<file path="config.mk">
export PLATFORM = sky130hd
export DESIGN_NAME = gin_front
export DESIGN_NICKNAME = d
export VERILOG_FILES = /design/src/rtl/gin_pkg.sv /design/src/rtl/gin_front.sv
export SDC_FILE = /design/constraint.sdc
export NUM_CORES = 1
export LEC_CHECK = 0
export ABC_CLOCK_PERIOD_IN_PS = 4600
export BUFFER_PORTS_ARGS = -buffer_cell sky130_fd_sc_hd__buf_4
export CAP_MARGIN = 20
export CORE_MARGIN = 2
export CORE_UTILIZATION = 30
export CTS_CLUSTER_DIAMETER = 80
export CTS_CLUSTER_SIZE = 25
export DETAILED_ROUTE_END_ITERATION = 6
export GPL_TIMING_DRIVEN = 0
export PLACE_DENSITY_LB_ADDON = 0.25
export SYNTH_ARGS = -nofsm -noshare
export SYNTH_HDL_FRONTEND = slang
export SYNTH_SLANG_ARGS = --single-unit
</file>
<file path="constraint.sdc">
create_clock -name clk -period 4.6 [get_ports clk]
set_clock_uncertainty 0.2 [all_clocks]
set_input_delay 0.69 -clock clk [delete_from_list [all_inputs] [get_ports clk]]
set_output_delay 0.69 -clock clk [all_outputs]
set_load 0.005 [all_outputs]
</file>
<file path="src/rtl/gin_pkg.sv">
// Shared types and constants of the greedy IoU non-maximum suppression unit.
package gin_pkg;

    localparam int MAX_BOXES   = 64;
    localparam int IDX_W       = $clog2(MAX_BOXES);
    localparam int CNT_W       = IDX_W + 1;
    localparam int CFG_IDX_W   = 1;

    localparam logic [CFG_IDX_W-1:0] REG_IOU_NUM = 1'd0;
    localparam logic [CFG_IDX_W-1:0] REG_IOU_DEN = 1'd1;

    localparam logic [7:0] IOU_NUM_RESET = 8'd3;
    localparam logic [7:0] IOU_DEN_RESET = 8'd10;

    typedef struct packed {
        logic [11:0]        x;
        logic [11:0]        y;
        logic [7:0]         w;
        logic [7:0]         h;
        logic signed [15:0] score;
        logic [7:0]         tag;
    } box_t;

    typedef struct packed {
        box_t box;
        logic last;
    } item_t;

    typedef struct packed {
        box_t box;
        logic last;
        logic overflowed;
    } result_t;

    typedef struct packed {
        logic [7:0] num;
        logic [7:0] den;
    } thresh_t;

    typedef enum logic [2:0] {
        ST_LOAD,
        ST_SCAN,
        ST_FETCH,
        ST_FWAIT,
        ST_EMIT
    } eng_state_t;

endpackage

</file>
<file path="src/rtl/gin_front.sv">
// Input queue: takes boxes from the push side and hands them to the engine.
module gin_front
    import gin_pkg::*;
(
    input  logic  clk,
    input  logic  rst_n,
    input  logic  push,
    output logic  full,
    input  item_t in_item,
    output logic  out_valid,
    input  logic  out_ready,
    output item_t out_item
);

    item_t       mem_reg [2];
    logic        wr_ptr_reg;
    logic        rd_ptr_reg;
    logic [1:0]  count_reg;
    logic        do_wr;
    logic        do_rd;

    assign full      = (count_reg == 2'd2);
    assign out_valid = (count_reg != 2'd0);
    assign out_item  = mem_reg[rd_ptr_reg];
    assign do_wr     = push && !full;
    assign do_rd     = out_valid && out_ready;

    always_ff @(posedge clk)
    begin
        if (do_wr)
        begin
            mem_reg[wr_ptr_reg] <= in_item;
        end
    end

    always_ff @(posedge clk or negedge rst_n)
    begin
        if (!rst_n)
        begin
            wr_ptr_reg <= 1'b0;
            rd_ptr_reg <= 1'b0;
            count_reg  <= 2'd0;
        end
        else
        begin
            if (do_wr)
            begin
                wr_ptr_reg <= !wr_ptr_reg;
            end
            if (do_rd)
            begin
                rd_ptr_reg <= !rd_ptr_reg;
            end
            if (do_wr && !do_rd)
            begin
                count_reg <= count_reg + 2'd1;
            end
            else if (do_rd && !do_wr)
            begin
                count_reg <= count_reg - 2'd1;
            end
        end
    end

endmodule

</file>
Word-level counts from Yosys, hierarchy flattened
Memory sizes are Yosys's and may differ from the RTL's.
Index checks and enable logic that the tools add are counted.
- flip-flop bits (word level): 4
- bits in writable memories: 130
- bits of input ports: 69
- output and inout bits: 67
- logic and storage cells: 22
- memories: 1
- add/sub/neg operators: 2
- equal/unequal tests: 1
- mux-type cells: 4
- reduce and logical (&&, ||, !) cells: 11
- memory list (memory ; depth ; bits a word ; read ports ; clocked after memory_dff ; write ports ; line ; RTL):
    mem_reg ; 2 ; 65 ; 1 ; 0 ; 1 ; gin_front.sv:15 ; item_t mem_reg [2];
- operators by type and width (kind ; number):
    1-bit logical NOT ; 5
    1-bit logical AND ; 4
    2-bit two-way mux ; 2
    2-bit nonzero test ; 2
    2-bit by 1-bit adder with 2-bit output (second input constant) ; 1
    2-bit == test (second input constant) ; 1
    1-bit two-way mux ; 2
    2-bit by 1-bit subtractor with 2-bit output (second input constant) ; 1

Logic depth before layout (Yosys ltp)
- word-level depth: 7
- depth in mapped cells: 7

Least setup slack after synthesis
Ideal clock, no wire load.
- path type: in2reg
- start: input push
- end: memory mem_reg[0][0] (netlist name), enable pin
- arrival: 3.496 ns
- data required time: 3.912 ns
- setup slack: 0.416 ns
- cell stages on the path: 2
- buffers on the path: 0
- cell sequence: nand2_1 -> nor2_1
- cells in the longest elaborated chain, start to end: 3
- ends and longest elaborated chain (what ; line ; RTL):
    start: declaration ; gin_front.sv:7 ; input logic push,
    1-bit logical AND ; gin_front.sv:25 ; assign do_wr = push && !full;
    1-bit two-way mux ; gin_front.sv:30 ; if (do_wr)
    1-bit two-way mux (implied by the code) ; gin_front.sv:32 ; mem_reg[wr_ptr_reg] <= in_item;
    end: declaration ; gin_front.sv:15 ;
No other way between the ends.

==> metrics.yaml <==
outcome:
  status: "finished, final reports clean"
global_route:
  grt_pass1_vias: 2767
  overflow: 0
  grt_max_degree: 37
  gr-usage-all-layers_pct: 10.8
  grt_pass1_wl_mm: 14.4
  antenna_found_initial: 0
placement:
  io_buffer_count: 135
  detailed_place_hpwl_mm: 6.07
  gp_congestion: 0.618
  placed_area_um2: 6420
yosys:
  ys_seq_area_share_pct: 79.3
  postSynthNetCount: 291
  syn_area_per_cell_um2: 22.8
  yosysWarningCount: 0
  syn_inst: 221
  ys_types: 15
  syn_area_um2: 5050
  ys_ff_latch: 134
clock_network:
  cts.sinks: 134
  path_clk_slew_ps: 60
  cts_buffer_depth: 2
  insertion_delay_ps: 400
  cts-root-buf: "clkbuf_16"
  cts_tree: "done"
  postCtsResizedCells: 0
  cts_htree_levels: 4
  cts_inserted_buffers: 17
cells_and_area:
  fin_util_pct: 42.1
  final_nets: 449
  diodes: 0
  largest_reg_flops: 130
  fill_cells: 1513
  stdcell_area_um2: 6950
  syn_to_final_growth_pct: 37.7
  drive_gt1_share_pct: 60.5
power:
  p_switching_mw: 1.13
  p_comb_share_pct: 32.5
  seqPwrFrac_pct: 40.0
  p_total_mw: 4.35
  leakagePower_nw: 2.71
  vdd.ir_drop.worst_uv: 299
  switching_share_pct: 25.9
  clockPowerShare_pct: 27.6
  power-per-cell-area_nw_per_um2: 626
  p_int_mw: 3.22
setup_path:
  rr_endpoint: "mem_reg[0][24]"
  arrival_ps: 1620
  cp-end-kind: "output port"
  rrSetupSlack_ps: 2450
  path_class: "flop to output port"
  r2r-start: "count_reg[0]"
  cp-start-kind: "flop"
  crit_required_ps: 3710
  ff2ff_path_depth: 4
  path_max_fanout: 10
floorplanning:
  die_height_um: 134
  coreArea_um2: 16500
  placementRows: 47
  initial_core_util_pct: 30.6
  ios: 136
  dieArea_um2: 17900
  fp.dieW_um: 134
route:
  post_drt_wl_per_cell_um: 15.1
  drt_iter0_drc: 59
  ant_nets: 0
  routed_via_density: 4.17
  drt-total-wl_mm: 9.25
  drc: 0
  drt_pre_antenna_iters: 4
  num_vias: 2552
timing:
  max_freq_mhz: 398
  timing.final.max_slew_violations: 0
  min_period_over_period_pct: 54.6
  fin_crit_ps: 2510
  setup_tns_ps: 0
  rsz0062_at_grt: "false"
  final-setup-viol-count: 0
  finalHoldViolCount: 0
  max_slew_margin_pct: 49.5
  hold_slack_ps: 265
  worst_slew_pin_slew_ps: 756
hold_path:
  holdCritPathClass: "primary input to flop"
  hold_start: "in_item[59]"
  whs_path_depth: 1
  whs_endpoint: "mem_reg[0][59]"
job:
  cap_violations: 0
==> layer usage <==
| metal | track usage, % | wire, um | up-vias |
|---|---|---|---|
| met4 | 5.73 | 185 | 0 |
| met2 | 17.6 | 4620 | 86 |
| li1 | - | - | 1189 |
| met1 | 12.3 | 3890 | 1263 |
| met3 | 4.26 | 551 | 14 |
| met5 | 0 | 0 | - |
==> critical path: stages, from the launching register on <==
cell and delay (ps):
dfrtp_1 360, buf_6 190, buf_6 210, mux2_4 310, buf_4 140
==> Yosys cell counts, drive strengths merged <==
cell	count	area, um^2
edfxtp	130	3900
mux2	65	882
buf	7	66.3
dfrtp	4	100
xnor2	3	26.3
inv	2	7.51
nand2	2	7.51
nor2	2	7.51
xor2	2	17.5
and3	1	6.26
ha	1	12.5
nand2b	1	6.26
or2	1	6.26
==> cells by family after synthesis <==
| family | share of synthesized area [%] |
|---|---|
| AND/OR/NAND/NOR | 0.669 |
| buffers and inverters | 1.46 |
| multiplexers | 17.5 |
| adder cells (fa/ha/maj) | 0.248 |
| flip-flops | 79.3 |
| XOR/XNOR | 0.867 |
==> placed cells by master (no fill, tap or decap), drive strengths merged, types with 2 or more instances in the layout <==
master    count
buf         145
clkbuf       20
clkinv        9
clkinvlp      2
dfrtp         4
edfxtp      130
inv           2
mux2         65
nand2         2
nor2          2
xnor2         3
xor2          2
==> through the flow <==
step	setup slack [ps]	cells
3_3_place_gp	-1520	576
4_1_cts	2020	612
6_report	2090	612
5_1_grt	1970	612
3_5_place_dp	2210	579
2_1_floorplan	416	221
==> worst max path at each step <==
stage                from             end  slack, ps  depth (start not counted)
2_1_floorplan        push   mem_reg[0][0]        420                          2
3_3_place_gp         push  mem_reg[0][64]      -1520                          3
3_5_place_dp         push  mem_reg[0][30]       2210                          4
4_1_cts        rd_ptr_reg    out_item[38]       2020                          4
5_1_grt        rd_ptr_reg    out_item[38]       1970                          4
6_report       rd_ptr_reg    out_item[10]       2090                          4
==> power by group through the flow <==
| stage | Combinational (mW) | Clock, mW | Sequential (mW) |
|---|---|---|---|
| floorplan | 0.782 | 0 | 1.77 |
| global placement | 1.39 | 0 | 1.80 |
| detailed placement | 1.45 | 0 | 1.77 |
| CTS | 1.46 | 1.25 | 1.74 |
| global route | 1.52 | 1.30 | 1.77 |
| finish | 1.41 | 1.20 | 1.74 |
==> area by class of cell <==
| cell class | count | area [um^2] | area share [%] |
|---|---|---|---|
| multi-input combinational | 78 | 985 | 14.2 |
| tap | 220 | 275 | 3.96 |
| timing repair buffer | 139 | 1090 | 15.7 |
| buffer | 7 | 66.3 | 0.954 |
| sequential | 134 | 4000 | 57.6 |
| clock buffer | 20 | 437 | 6.28 |
| inverter | 2 | 7.51 | 0.108 |
| clock inverter | 12 | 87.6 | 1.26 |
==> timing repair <==
item	CTS	global route
buffers inserted	0	0
hold endpoints to repair	4	0
hold buffers	1	0
(Power assumes the default switching activity.)
