### config.mk
export PLATFORM = sky130hd
export DESIGN_NAME = gin_out_queue
export DESIGN_NICKNAME = d
export VERILOG_FILES = /design/src/rtl/gin_pkg.sv /design/src/rtl/gin_out_queue.sv
export SDC_FILE = /design/constraint.sdc
export NUM_CORES = 1
export LEC_CHECK = 0
export BUFFER_PORTS_ARGS = -buffer_cell sky130_fd_sc_hd__buf_4
export CAP_MARGIN = 20
export CORE_MARGIN = 1.5
export CORE_UTILIZATION = 52
export CTS_CLUSTER_DIAMETER = 150
export DETAILED_ROUTE_END_ITERATION = 10
export GPL_TIMING_DRIVEN = 0
export HOLD_SLACK_MARGIN = 0.15
export PLACE_DENSITY_LB_ADDON = 0.05
export SLEW_MARGIN = 20
export SYNTH_ARGS = -nofsm -noshare
export SYNTH_HDL_FRONTEND = slang
export SYNTH_SLANG_ARGS = --single-unit
### constraint.sdc
create_clock -name clk -period 4.83 [get_ports clk]
set_input_delay 0.7245 -clock clk [delete_from_list [all_inputs] [get_ports clk]]
set_output_delay 0.7245 -clock clk [all_outputs]
set_load 0.005 [all_outputs]
### src/rtl/gin_pkg.sv
// Shared types and constants of the greedy IoU non-maximum suppression unit.
package gin_pkg;

    localparam int MAX_BOXES   = 64;
    localparam int IDX_W       = $clog2(MAX_BOXES);
    localparam int CNT_W       = IDX_W + 1;
    localparam int CFG_IDX_W   = 1;

    localparam logic [CFG_IDX_W-1:0] REG_IOU_NUM = 1'd0;
    localparam logic [CFG_IDX_W-1:0] REG_IOU_DEN = 1'd1;

    localparam logic [7:0] IOU_NUM_RESET = 8'd3;
    localparam logic [7:0] IOU_DEN_RESET = 8'd10;

    typedef struct packed {
        logic [11:0]        x;
        logic [11:0]        y;
        logic [7:0]         w;
        logic [7:0]         h;
        logic signed [15:0] score;
        logic [7:0]         tag;
    } box_t;

    typedef struct packed {
        box_t box;
        logic last;
    } item_t;

    typedef struct packed {
        box_t box;
        logic last;
        logic overflowed;
    } result_t;

    typedef struct packed {
        logic [7:0] num;
        logic [7:0] den;
    } thresh_t;

    typedef enum logic [2:0] {
        ST_LOAD,
        ST_SCAN,
        ST_FETCH,
        ST_FWAIT,
        ST_EMIT
    } eng_state_t;

endpackage

### src/rtl/gin_out_queue.sv
// Result queue: holds kept boxes until the pop side takes them.
module gin_out_queue
    import gin_pkg::*;
(
    input  logic    clk,
    input  logic    rst_n,
    input  logic    wr_en,
    output logic    wr_full,
    input  result_t wr_data,
    output logic    empty,
    input  logic    pop,
    output result_t rd_data
);

    result_t     mem_reg [2];
    logic        wr_ptr_reg;
    logic        rd_ptr_reg;
    logic [1:0]  count_reg;
    logic        do_wr;
    logic        do_rd;

    assign wr_full = (count_reg == 2'd2);
    assign empty   = (count_reg == 2'd0);
    assign rd_data = mem_reg[rd_ptr_reg];
    assign do_wr   = wr_en && !wr_full;
    assign do_rd   = pop && !empty;

    always_ff @(posedge clk)
    begin
        if (do_wr)
        begin
            mem_reg[wr_ptr_reg] <= wr_data;
        end
    end

    always_ff @(posedge clk or negedge rst_n)
    begin
        if (!rst_n)
        begin
            wr_ptr_reg <= 1'b0;
            rd_ptr_reg <= 1'b0;
            count_reg  <= 2'd0;
        end
        else
        begin
            if (do_wr)
            begin
                wr_ptr_reg <= !wr_ptr_reg;
            end
            if (do_rd)
            begin
                rd_ptr_reg <= !rd_ptr_reg;
            end
            if (do_wr && !do_rd)
            begin
                count_reg <= count_reg + 2'd1;
            end
            else if (do_rd && !do_wr)
            begin
                count_reg <= count_reg - 2'd1;
            end
        end
    end

endmodule

== After elaboration in Yosys (flattened, before gate mapping) ==
Memories as Yosys holds them, arrays and structs flattened.
Cells that the tools add are included.

* Register bits after elaboration: 4
* RAM bits: 132
* Output and inout bits: 68
* Word-level logic and storage cells: 23
* Memories kept: 1

* $add $sub $neg: 2
* Eq/ne operators: 1
* Multiplexer cells: 4
* Reductions and logical operators: 12

{| class="wikitable"
|+ Memory list
! name !! words !! bits a word !! read ports !! clocked after memory_dff !! write ports !! line !! source
|-
| mem_reg || 2 || 66 || 1 || 0 || 1 || gin_out_queue.sv:15 || <nowiki>result_t mem_reg [2];</nowiki>
|}

{| class="wikitable"
|+ Operators by type and width
! operator !! count
|-
| $logic_not 1->1 || 6
|-
| $logic_and 1x1->1 || 4
|-
| $mux 2 || 2
|-
| $add 2x1->2 const B || 1
|-
| $eq 2x2->1 const B || 1
|-
| $logic_not 2->1 || 1
|-
| $mux 1 || 2
|-
| $reduce_bool 2->1 || 1
|-
| $sub 2x1->2 const B || 1
|}

== Logic depth before layout (Yosys ltp) ==
Gate-level depths: netlist of the first run.

* Depth in word-level cells: 7
* Mapped depth: 7

== Least setup slack after synthesis of the first run ==
No wires, ideal clock.

* Path kind: input -> register
* From: input wr_en
* To: memory mem_reg[0][0] in the netlist's numbering, enable pin
* Data arrival time: 3572 ps
* Slack: 768 ps
* Stages on the path: 2
* Buffers on the path: 0
* Cell sequence: nand2_1 -> nor2_1

* Longest elaborated chain between the ends: 3

{| class="wikitable"
|+ Ends and longest elaborated chain
! element !! line !! source
|-
| start, declared || gin_out_queue.sv:7 || <nowiki>input logic wr_en,</nowiki>
|-
| $logic_and 1x1->1 || gin_out_queue.sv:25 || <nowiki>assign do_wr = wr_en && !wr_full;</nowiki>
|-
| $mux 1 || gin_out_queue.sv:30 || <nowiki>if (do_wr)</nowiki>
|-
| $mux 1 (implied by the code) || gin_out_queue.sv:32 || <nowiki>mem_reg[wr_ptr_reg] <= wr_data;</nowiki>
|-
| end, declared || gin_out_queue.sv:15 ||
|}

Every way passes these cells.

==> results of run 1 <==
[critical path: stages (launching register included)]
cell                      delay (ns)
sky130_fd_sc_hd__dfrtp_1        0.38
sky130_fd_sc_hd__buf_4          0.22
sky130_fd_sc_hd__buf_6          0.21
sky130_fd_sc_hd__mux2_4         0.31
sky130_fd_sc_hd__buf_4          0.14
[final cells by class]
class | instances | area [sq um] | share of cell area, %
Clock inverter | 12 | 203 | 2.91
Clock buffer | 18 | 418 | 5.99
Timing Repair Buffer | 141 | 1110 | 15.9
Inverter | 2 | 7.51 | 0.108
Multi-Input combinational cell | 79 | 957 | 13.7
Tap cell | 129 | 161 | 2.31
Sequential cell | 136 | 4060 | 58.3
Buffer | 7 | 56.3 | 0.807
[metrics by stage]
| stage | worst slack [ns] | TNS, ns | total power, mW |
|---|---|---|---|
| floorplan | 0.768 | 0 | 2.42 |
| global placement | -0.938 | -61.71 | 3.00 |
| detailed placement | 2.68 | 0 | 3.04 |
| CTS | 2.29 | 0 | 4.38 |
| global route | 2.24 | 0 | 4.52 |
| finish | 2.34 | 0 | 4.32 |
[power by group through the flow]
stage / combinational, mW / sequential (mW) / clock [mW]
2_1_floorplan: 0.711 / 1.71 / 0
3_3_place_gp: 1.27 / 1.74 / 0
3_5_place_dp: 1.33 / 1.71 / 0
4_1_cts: 1.33 / 1.69 / 1.36
5_1_grt: 1.40 / 1.71 / 1.41
6_report: 1.30 / 1.69 / 1.33
[metal layers]
layer  share of wire [%]  GRT usage (%)  up-vias
li1                    -              -     1204
met1                  39           19.8     1253
met2                  52           27.0       90
met3                 8.0           8.42        7
met4                0.67           6.73        0
met5                   0              0        -
[path summary, 6_finish.rpt]
| path | cells after the start | startpoint | slack [ns] | end |
|---|---|---|---|---|
| worst min register to register | 1 | count_reg[1]$_DFFE_PN0P_ | 0.53 | count_reg[1]$_DFFE_PN0P_ |
| worst max register to register | 4 | count_reg[0]$_DFFE_PN0P_ | 2.90 | mem_reg[0][17]$_DFFE_PP_ |
| worst max-delay path | 4 | rd_ptr_reg$_DFFE_PN0P_ | 2.34 | rd_data[36] |
| min in group asynchronous | 2 | rst_n | 0.55 | wr_ptr_reg$_DFFE_PN0P_ |
| worst min-delay path | 1 | wr_data[4] | 0.40 | mem_reg[1][4]$_DFFE_PP_ |
| max in group asynchronous | 2 | rst_n | 4.18 | count_reg[1]$_DFFE_PN0P_ |
[cells in the mapped netlist (2+ instances only)]
master,instances
sky130_fd_sc_hd__buf_6,3
sky130_fd_sc_hd__buf_2,3
sky130_fd_sc_hd__mux2_2,36
sky130_fd_sc_hd__edfxtp_1,132
sky130_fd_sc_hd__nor2_1,3
sky130_fd_sc_hd__dfrtp_1,4
sky130_fd_sc_hd__mux2_4,30
sky130_fd_sc_hd__inv_1,2
sky130_fd_sc_hd__xnor2_1,3
sky130_fd_sc_hd__xor2_1,2
[kinds of logic (layout without fill, tap and decap cells)]
| kind of cell | count (synthesis) | in the layout |
|---|---|---|
| adder cells (fa/ha/maj) | 1 | 1 |
| XOR/XNOR | 5 | 5 |
| buffers and inverters | 9 | 180 |
| AO/OA/AOI/OAI | 1 | 1 |
| multiplexers | 66 | 66 |
| AND/OR/NAND/NOR | 6 | 6 |
| flip-flops | 136 | 136 |
==> parameters.txt, run 1 <==
Parameter                              Value

Status
  Status ... finished, final reports clean

GRT
  Antenna violations before repair ... 0
  First-pass GRT wire length ... 12500 um
  Total congestion overflow after global routing ... 0
  Total Routing Usage GR ... 17.0%
  Pin count of the biggest net entering global routing ... 35
  Vias in the first global route ... 2541

Route
  Routed wire length per instance ... 16.4 um
  Drt drc ... 0
  Antenna-violating nets left ... 0
  Wire length reported by the detailed router ... 8600 um
  Iteration-0 DRC Markers ... 88
  DR vias ... 2554
  DR vias/cell ... 4.87
  Drt pass-1 iters ... 4

Placed design
  Placed Instances ... 493
  Dpl cell area ... 6340 sq um
  PortBufs ... 137
  Total half-perimeter wirelength after legalization and detailed placement ... 5790 um
  RD Place Congestion ... 0.734

STA
  RSZ-0062 raised after global routing ... false
  Fin. max-slew vios ... 0
  Final count of hold timing violations ... 0
  Worst max-slew margin expressed relative to the limit ... 50.0%
  Minimum clock period after layout ... 2.49 ns
  Endpoints failing setup ... 0
  Maximum clock skew at final layout ... 0.00772 ns
  Actual transition at the worst max-transition pin ... 0.748 ns
  Worst hold-check slack ... 0.401 ns
  Period utilisation layout ... 51.5%
  Maximum clock frequency ... 402 MHz

Setup path
  Top fanout value on the critical path ... 10
  Endpoint arrival time on the critical path ... 1.76 ns
  Setup crit end kind ... primary output
  Type of element launching the critical path ... flip-flop
  Critical Path RT ... 4.11 ns
  WS Path Type ... flip-flop to primary output

Floorplan
  I/O pins ... 138
  Area of the core ... 9330 sq um
  Site row count ... 35
  Area of the die ... 10400 sq um
  Starting utilization of the core area ... 54.4%
  Die outline width ... 102 um
  DIE HEIGHT ... 102 um

Min path
  Worst hold path type ... input port to flip-flop

Clock network
  Buffers inserted by post-CTS timing repair ... 0
  Count of instances resized after the clock tree is built ... 0
  CTS tree ... yes
  Depth of the CTS H-tree ... 4
  Count of hold-fix buffers inserted at cts ... 1
  Buffer depth of the longest clock path ... 2
  Root buffer cell ... sky130_fd_sc_hd__clkbuf_8
  Number of sinks driven by the clock tree ... 136
  Number of CTS-inserted buffers ... 17
  Clock Pin Slew Worst Setup and Hold Paths ... 0.06 ns
  Clock latency reported for the late side of the worst-skew pair ... 0.50 ns

Yosys
  Xor/xnor share of the synthesized area ... 0.863%
  Share of async-settable or async-resettable flops after synthesis ... 2.94%
  Synth Area in Adders ... 0.247%
  Post-synth top area share ... 78.1%
  Post-synthesis mux area share ... 16.9%
  Total number of yosys warnings ... 0
  Number of flip-flops and latches in the synthesized netlist ... 136
  Sequential cell area fraction in the yosys report ... 80.1%
  Average cell area after synthesis ... 22.6 sq um
  Largest family of logic cells by synthesized area ... multiplexers
  Cell type with the largest total area after synthesis ... sky130_fd_sc_hd__edfxtp_1
  Simple logic cell fraction of the synthesized area ... 0.543%
  Number of instances in the synthesized netlist ... 224
  Post-synthesis compound-gate area fraction ... 0.0987%
  Cell area after synthesis ... 5070 sq um
  Count of flip-flops with a built-in enable after synthesis ... 132
  Synth area leaders ... sky130_fd_sc_hd__edfxtp_1 78%, sky130_fd_sc_hd__mux2_4 8.9%, sky130_fd_sc_hd__mux2_2 8.0%
  Leading register cell type out of synthesis ... sky130_fd_sc_hd__edfxtp_1
  Synth Net Count ... 295
  Post-synth cell types ... 16

Layout
  Filler cells ... 590
  Share of the core filled with cells in the final layout ... 74.8%
  Area growth from synthesis to layout ... 37.5%
  Flip-flop count of the largest register after layout ... 132
  Most frequent cells in the layout ... 138 x sky130_fd_sc_hd__buf_4, 132 x sky130_fd_sc_hd__edfxtp_1, 36 x sky130_fd_sc_hd__mux2_2, 30 x sky130_fd_sc_hd__mux2_4, 16 x sky130_fd_sc_hd__clkbuf_16
  Final Instance Count excl. Fillers ... 524
  Antenna fix cells ... 0
  Layout Nets ... 455
  Final design area excluding fillers ... 6970 sq um
  Most common cell after layout, fill and taps aside ... sky130_fd_sc_hd__buf_4
  Ratio of cells with drive above 1 in the final layout ... 61.8%

Power and ir drop
  Part of the total power dissipated in the clock network ... 30.8%
  Net load switching power ... 1.06 mW
  Max VDD drop ... 0.421 mV
  Power Internal ... 3.26 mW
  Combinational share of power ... 30.1%
  Reg power frac ... 39.0%
  Power density of the placed cells ... 620 nW/um^2
  Lkg Pwr ... 2.74 nW
  Switching share of power ... 24.6%

Flow run
  Max-capacitance violation count ... 0
No activity file was read; power rests on OpenSTA's default activity.
==> run 2, diff against run 1 <==
--- a/config.mk
+++ b/config.mk
@@ -8,7 +8,7 @@
 export BUFFER_PORTS_ARGS = -buffer_cell sky130_fd_sc_hd__buf_4
 export CAP_MARGIN = 20
 export CORE_MARGIN = 1.5
-export CORE_UTILIZATION = 52
+export CORE_UTILIZATION = 47
 export CTS_CLUSTER_DIAMETER = 150
 export DETAILED_ROUTE_END_ITERATION = 10
 export GPL_TIMING_DRIVEN = 0
==> constraint.sdc (replaced) <==
create_clock -name clk -period 2.1 [get_ports clk]
set_input_delay 0.315 -clock clk [delete_from_list [all_inputs] [get_ports clk]]
set_output_delay 0.315 -clock clk [all_outputs]
set_load 0.005 [all_outputs]
==> run 2 against run 1 <==
  * Non-clock buffer count is 74 higher
  * Wire length grew 11%
  * First-iteration DRC count increased by 34%
  * Worst setup slack got worse by 2.3 ns
  * Die area is 10% higher
  * Cell area is 11% higher
  * Clock power up 130%
==> parameters.txt, run 2 (synthesis gave the netlist of run 1 again) <==
Parameter                              Value

Setup path
  Family of cells with the greatest summed delay on the critical path ... buffers and inverters
  Slowest cell delay on critical path ... 0.42 ns (+0.04 ns)
  Last element of the critical path ... rd_data[37]
  Destination of the worst register-to-register timing path ... mem_reg[0][27]$_DFFE_PP_
  Chain of cells forming the critical path ... buf_6 -> buf_8 -> mux2_4 -> buf_4
  WS Path Type ... flip-flop to primary output
  Number of cells on the worst reg-to-reg path ... 5 (+1)
  Worst setup path start ... rd_ptr_reg$_DFFE_PN0P_
  Type of element launching the critical path ... flip-flop
  Buffers and inverters on the worst path ... 3 (unchanged)
  Depth of the critical timing path with buffers and inverters included ... 4 (unchanged)
  Source of the worst register-to-register timing path ... count_reg[0]$_DFFE_PN0P_
  Critical Path RT ... 1.78 ns (-2.33 ns)
  Top fanout value on the critical path ... 10 (unchanged)
  Standard cell with the maximum stage delay on the critical path ... sky130_fd_sc_hd__dfrtp_2
  Setup crit end kind ... primary output
  Endpoint arrival time on the critical path ... 1.71 ns (-0.05 ns)
  Slack of the worst reg-to-reg path ... 0.28 ns (-2.62 ns)

Floorplan
  Starting utilization of the core area ... 48.7% (-5.7 points)
  I/O pins ... 138 (unchanged)
  Area of the die ... 11400 sq um (+10%)
  Die outline width ... 107 um (+5.0%)
  Area of the core ... 10400 sq um (+12%)
  Site row count ... 37 (+5.7%)
  DIE HEIGHT ... 107 um (+5.0%)

STA
  Final count of hold timing violations ... 0 (unchanged)
  Endpoints failing setup ... 0 (unchanged)
  Worst hold-check slack ... 0.166 ns (-0.235 ns)
  Maximum clock frequency ... 494 MHz
  RSZ-0062 raised after global routing ... false
  Period utilisation layout ... 96.4%
  Minimum clock period after layout ... 2.03 ns
  Fin. max-slew vios ... 0 (unchanged)
  Worst max-slew margin expressed relative to the limit ... 66.6% (+17 points)
  Maximum clock skew at final layout ... 0.00491 ns (-0.00281 ns)
  Actual transition at the worst max-transition pin ... 0.500 ns (-0.248 ns)

Clock network
  CTS tree ... yes
  Clock Pin Slew Worst Setup and Hold Paths ... 0.06 ns (about the same)
  Number of sinks driven by the clock tree ... 136 (unchanged)
  Number of CTS-inserted buffers ... 17 (unchanged)
  Buffer depth of the longest clock path ... 2 (unchanged)
  Clock latency reported for the late side of the worst-skew pair ... 0.51 ns (about the same)
  Root buffer cell ... sky130_fd_sc_hd__clkbuf_8
  Depth of the CTS H-tree ... 4 (unchanged)

Layout
  Area growth from synthesis to layout ... 52.9%
  Ratio of cells with drive above 1 in the final layout ... 53.6% (-8.2 points)
  Antenna fix cells ... 0 (unchanged)
  Flip-flop count of the largest register after layout ... 132 (unchanged)
  Layout Nets ... 529 (+16%)
  Final design area excluding fillers ... 7760 sq um (+11%)
  Most common cell after layout, fill and taps aside ... sky130_fd_sc_hd__buf_4
  Most frequent cells in the layout ... 143 x sky130_fd_sc_hd__buf_4, 132 x sky130_fd_sc_hd__edfxtp_1, 68 x sky130_fd_sc_hd__dlygate4sd3_1, 36 x sky130_fd_sc_hd__mux2_2, 30 x sky130_fd_sc_hd__mux2_4
  Filler cells ... 682 (+16%)

GRT
  Total congestion overflow after global routing ... 0 (unchanged)
  Pin count of the biggest net entering global routing ... 35 (unchanged)
  First-pass GRT wire length ... 15000 um (+20%)
  Antenna violations before repair ... 0 (unchanged)
  Vias in the first global route ... 3155 (+24%)
  Total Routing Usage GR ... 17.8% (+0.84 points)

Route
  Routed wire length per instance ... 15.8 um (-3.9%)
  Drt drc ... 0 (unchanged)
  DR vias ... 2823 (+11%)
  Wire length reported by the detailed router ... 9560 um (+11%)
  Antenna-violating nets left ... 0 (unchanged)
  Iteration-0 DRC Markers ... 118 (+34%)
  DR vias/cell ... 4.66 (-4.4%)
  Drt pass-1 iters ... 5 (+1)

Status
  Status ... finished, final reports clean

Placed design
  RD Place Congestion ... 0.649 (-12%)
  Total half-perimeter wirelength after legalization and detailed placement ... 5980 um (+3.4%)
  PortBufs ... 137 (unchanged)
  Dpl cell area ... 6390 sq um (+0.69%)

Power and ir drop
  Power density of the placed cells ... 1330 nW/um^2 (+110%)
  Switching share of power ... 24.7% (+0.15 points)
  Max VDD drop ... 0.797 mV (+89%)
  Reg power frac ... 37.8% (-1.2 points)
  Lkg Pwr ... 3.07 nW (+12%)
  Combinational share of power ... 32.2% (+2.1 points)
  Net load switching power ... 2.54 mW (+140%)
  Part of the total power dissipated in the clock network ... 30.0% (-0.8 points)
  Power Internal ... 7.74 mW (+140%)

Min path
  Worst hold path type ... input port to flip-flop

Flow run
  Max-capacitance violation count ... 0 (unchanged)
## run 2: stage by stage
step / std cells / setup TNS (ns) / power [mW] / util, % / setup WS, ns
2_1_floorplan: 224 / 0 / 5.54 / - / 0.0329
5_1_grt: 606 / 0 / 10.8 / 74.5 / 0.0113
4_1_cts: 604 / -0.00790 / 10.4 / 74.2 / -0.00471
3_3_place_gp: 497 / -60.06 / 6.88 / 60.3 / -0.631
3_5_place_dp: 501 / 0 / 7.05 / 61.3 / 0.258
6_report: 606 / 0 / 10.3 / 74.5 / 0.0747
## run 2: timing repair
item,in CTS,in global routing
setup endpoints to repair,30,50
endpoints found under the hold margin,136,0
setup buffers,4,1
gates resized for setup,5,4
cloned,0,1
hold buffers,68,0
## run 2: worst min-delay path by stage
stage | cells after the start | startpoint | endpoint
4_1_cts | 3 | wr_en | wr_ptr_reg$_DFFE_PN0P_
5_1_grt | 3 | pop | rd_ptr_reg$_DFFE_PN0P_
3_3_place_gp | 1 | rst_n | wr_ptr_reg$_DFFE_PN0P_
2_1_floorplan | 0 | rst_n | count_reg[0]$_DFFE_PN0P_
6_report | 3 | pop | rd_ptr_reg$_DFFE_PN0P_
3_5_place_dp | 1 | rst_n | wr_ptr_reg$_DFFE_PN0P_
## run 2: cell type report
| type | instances | area (sq um) | area share, % |
|---|---|---|---|
| Clock inverter | 14 | 205 | 2.65 |
| Clock buffer | 17 | 414 | 5.34 |
| Timing Repair Buffer | 215 | 1850 | 23.9 |
| Tap cell | 136 | 170 | 2.19 |
| Sequential cell | 136 | 4070 | 52.4 |
| Inverter | 2 | 7.51 | 0.0968 |
| Buffer | 7 | 83.8 | 1.08 |
| Multi-Input combinational cell | 79 | 957 | 12.3 |
## run 2: power by group through the flow
| stage | clock, mW | combinational [mW] | sequential (mW) |
|---|---|---|---|
| 3_3_place_gp | 0 | 2.94 | 3.94 |
| 3_5_place_dp | 0 | 3.12 | 3.93 |
| 2_1_floorplan | 0 | 1.65 | 3.90 |
| 5_1_grt | 3.24 | 3.57 | 3.94 |
| 6_report | 3.08 | 3.31 | 3.88 |
| 4_1_cts | 3.15 | 3.33 | 3.89 |
## run 2: routing by layer
metal  vias to the layer above  GRT usage [%]  wire, um  part of all wire, %
met4                         0           7.24       132                  1.4
met2                        91           31.9      5160                   54
met5                         -              0         0                    0
met1                      1370           18.8      3660                   38
li1                       1349              -         -                    -
met3                        13           6.57       603                  6.3
## run 2: worst reg2reg max path, stage by stage, from the launching register on
cell                       delay, ns
sky130_fd_sc_hd__dfrtp_1        0.42
sky130_fd_sc_hd__nand2b_1       0.17
sky130_fd_sc_hd__nand2_1        0.14
sky130_fd_sc_hd__nor2_4         0.37
sky130_fd_sc_hd__buf_16         0.22
sky130_fd_sc_hd__buf_16         0.18
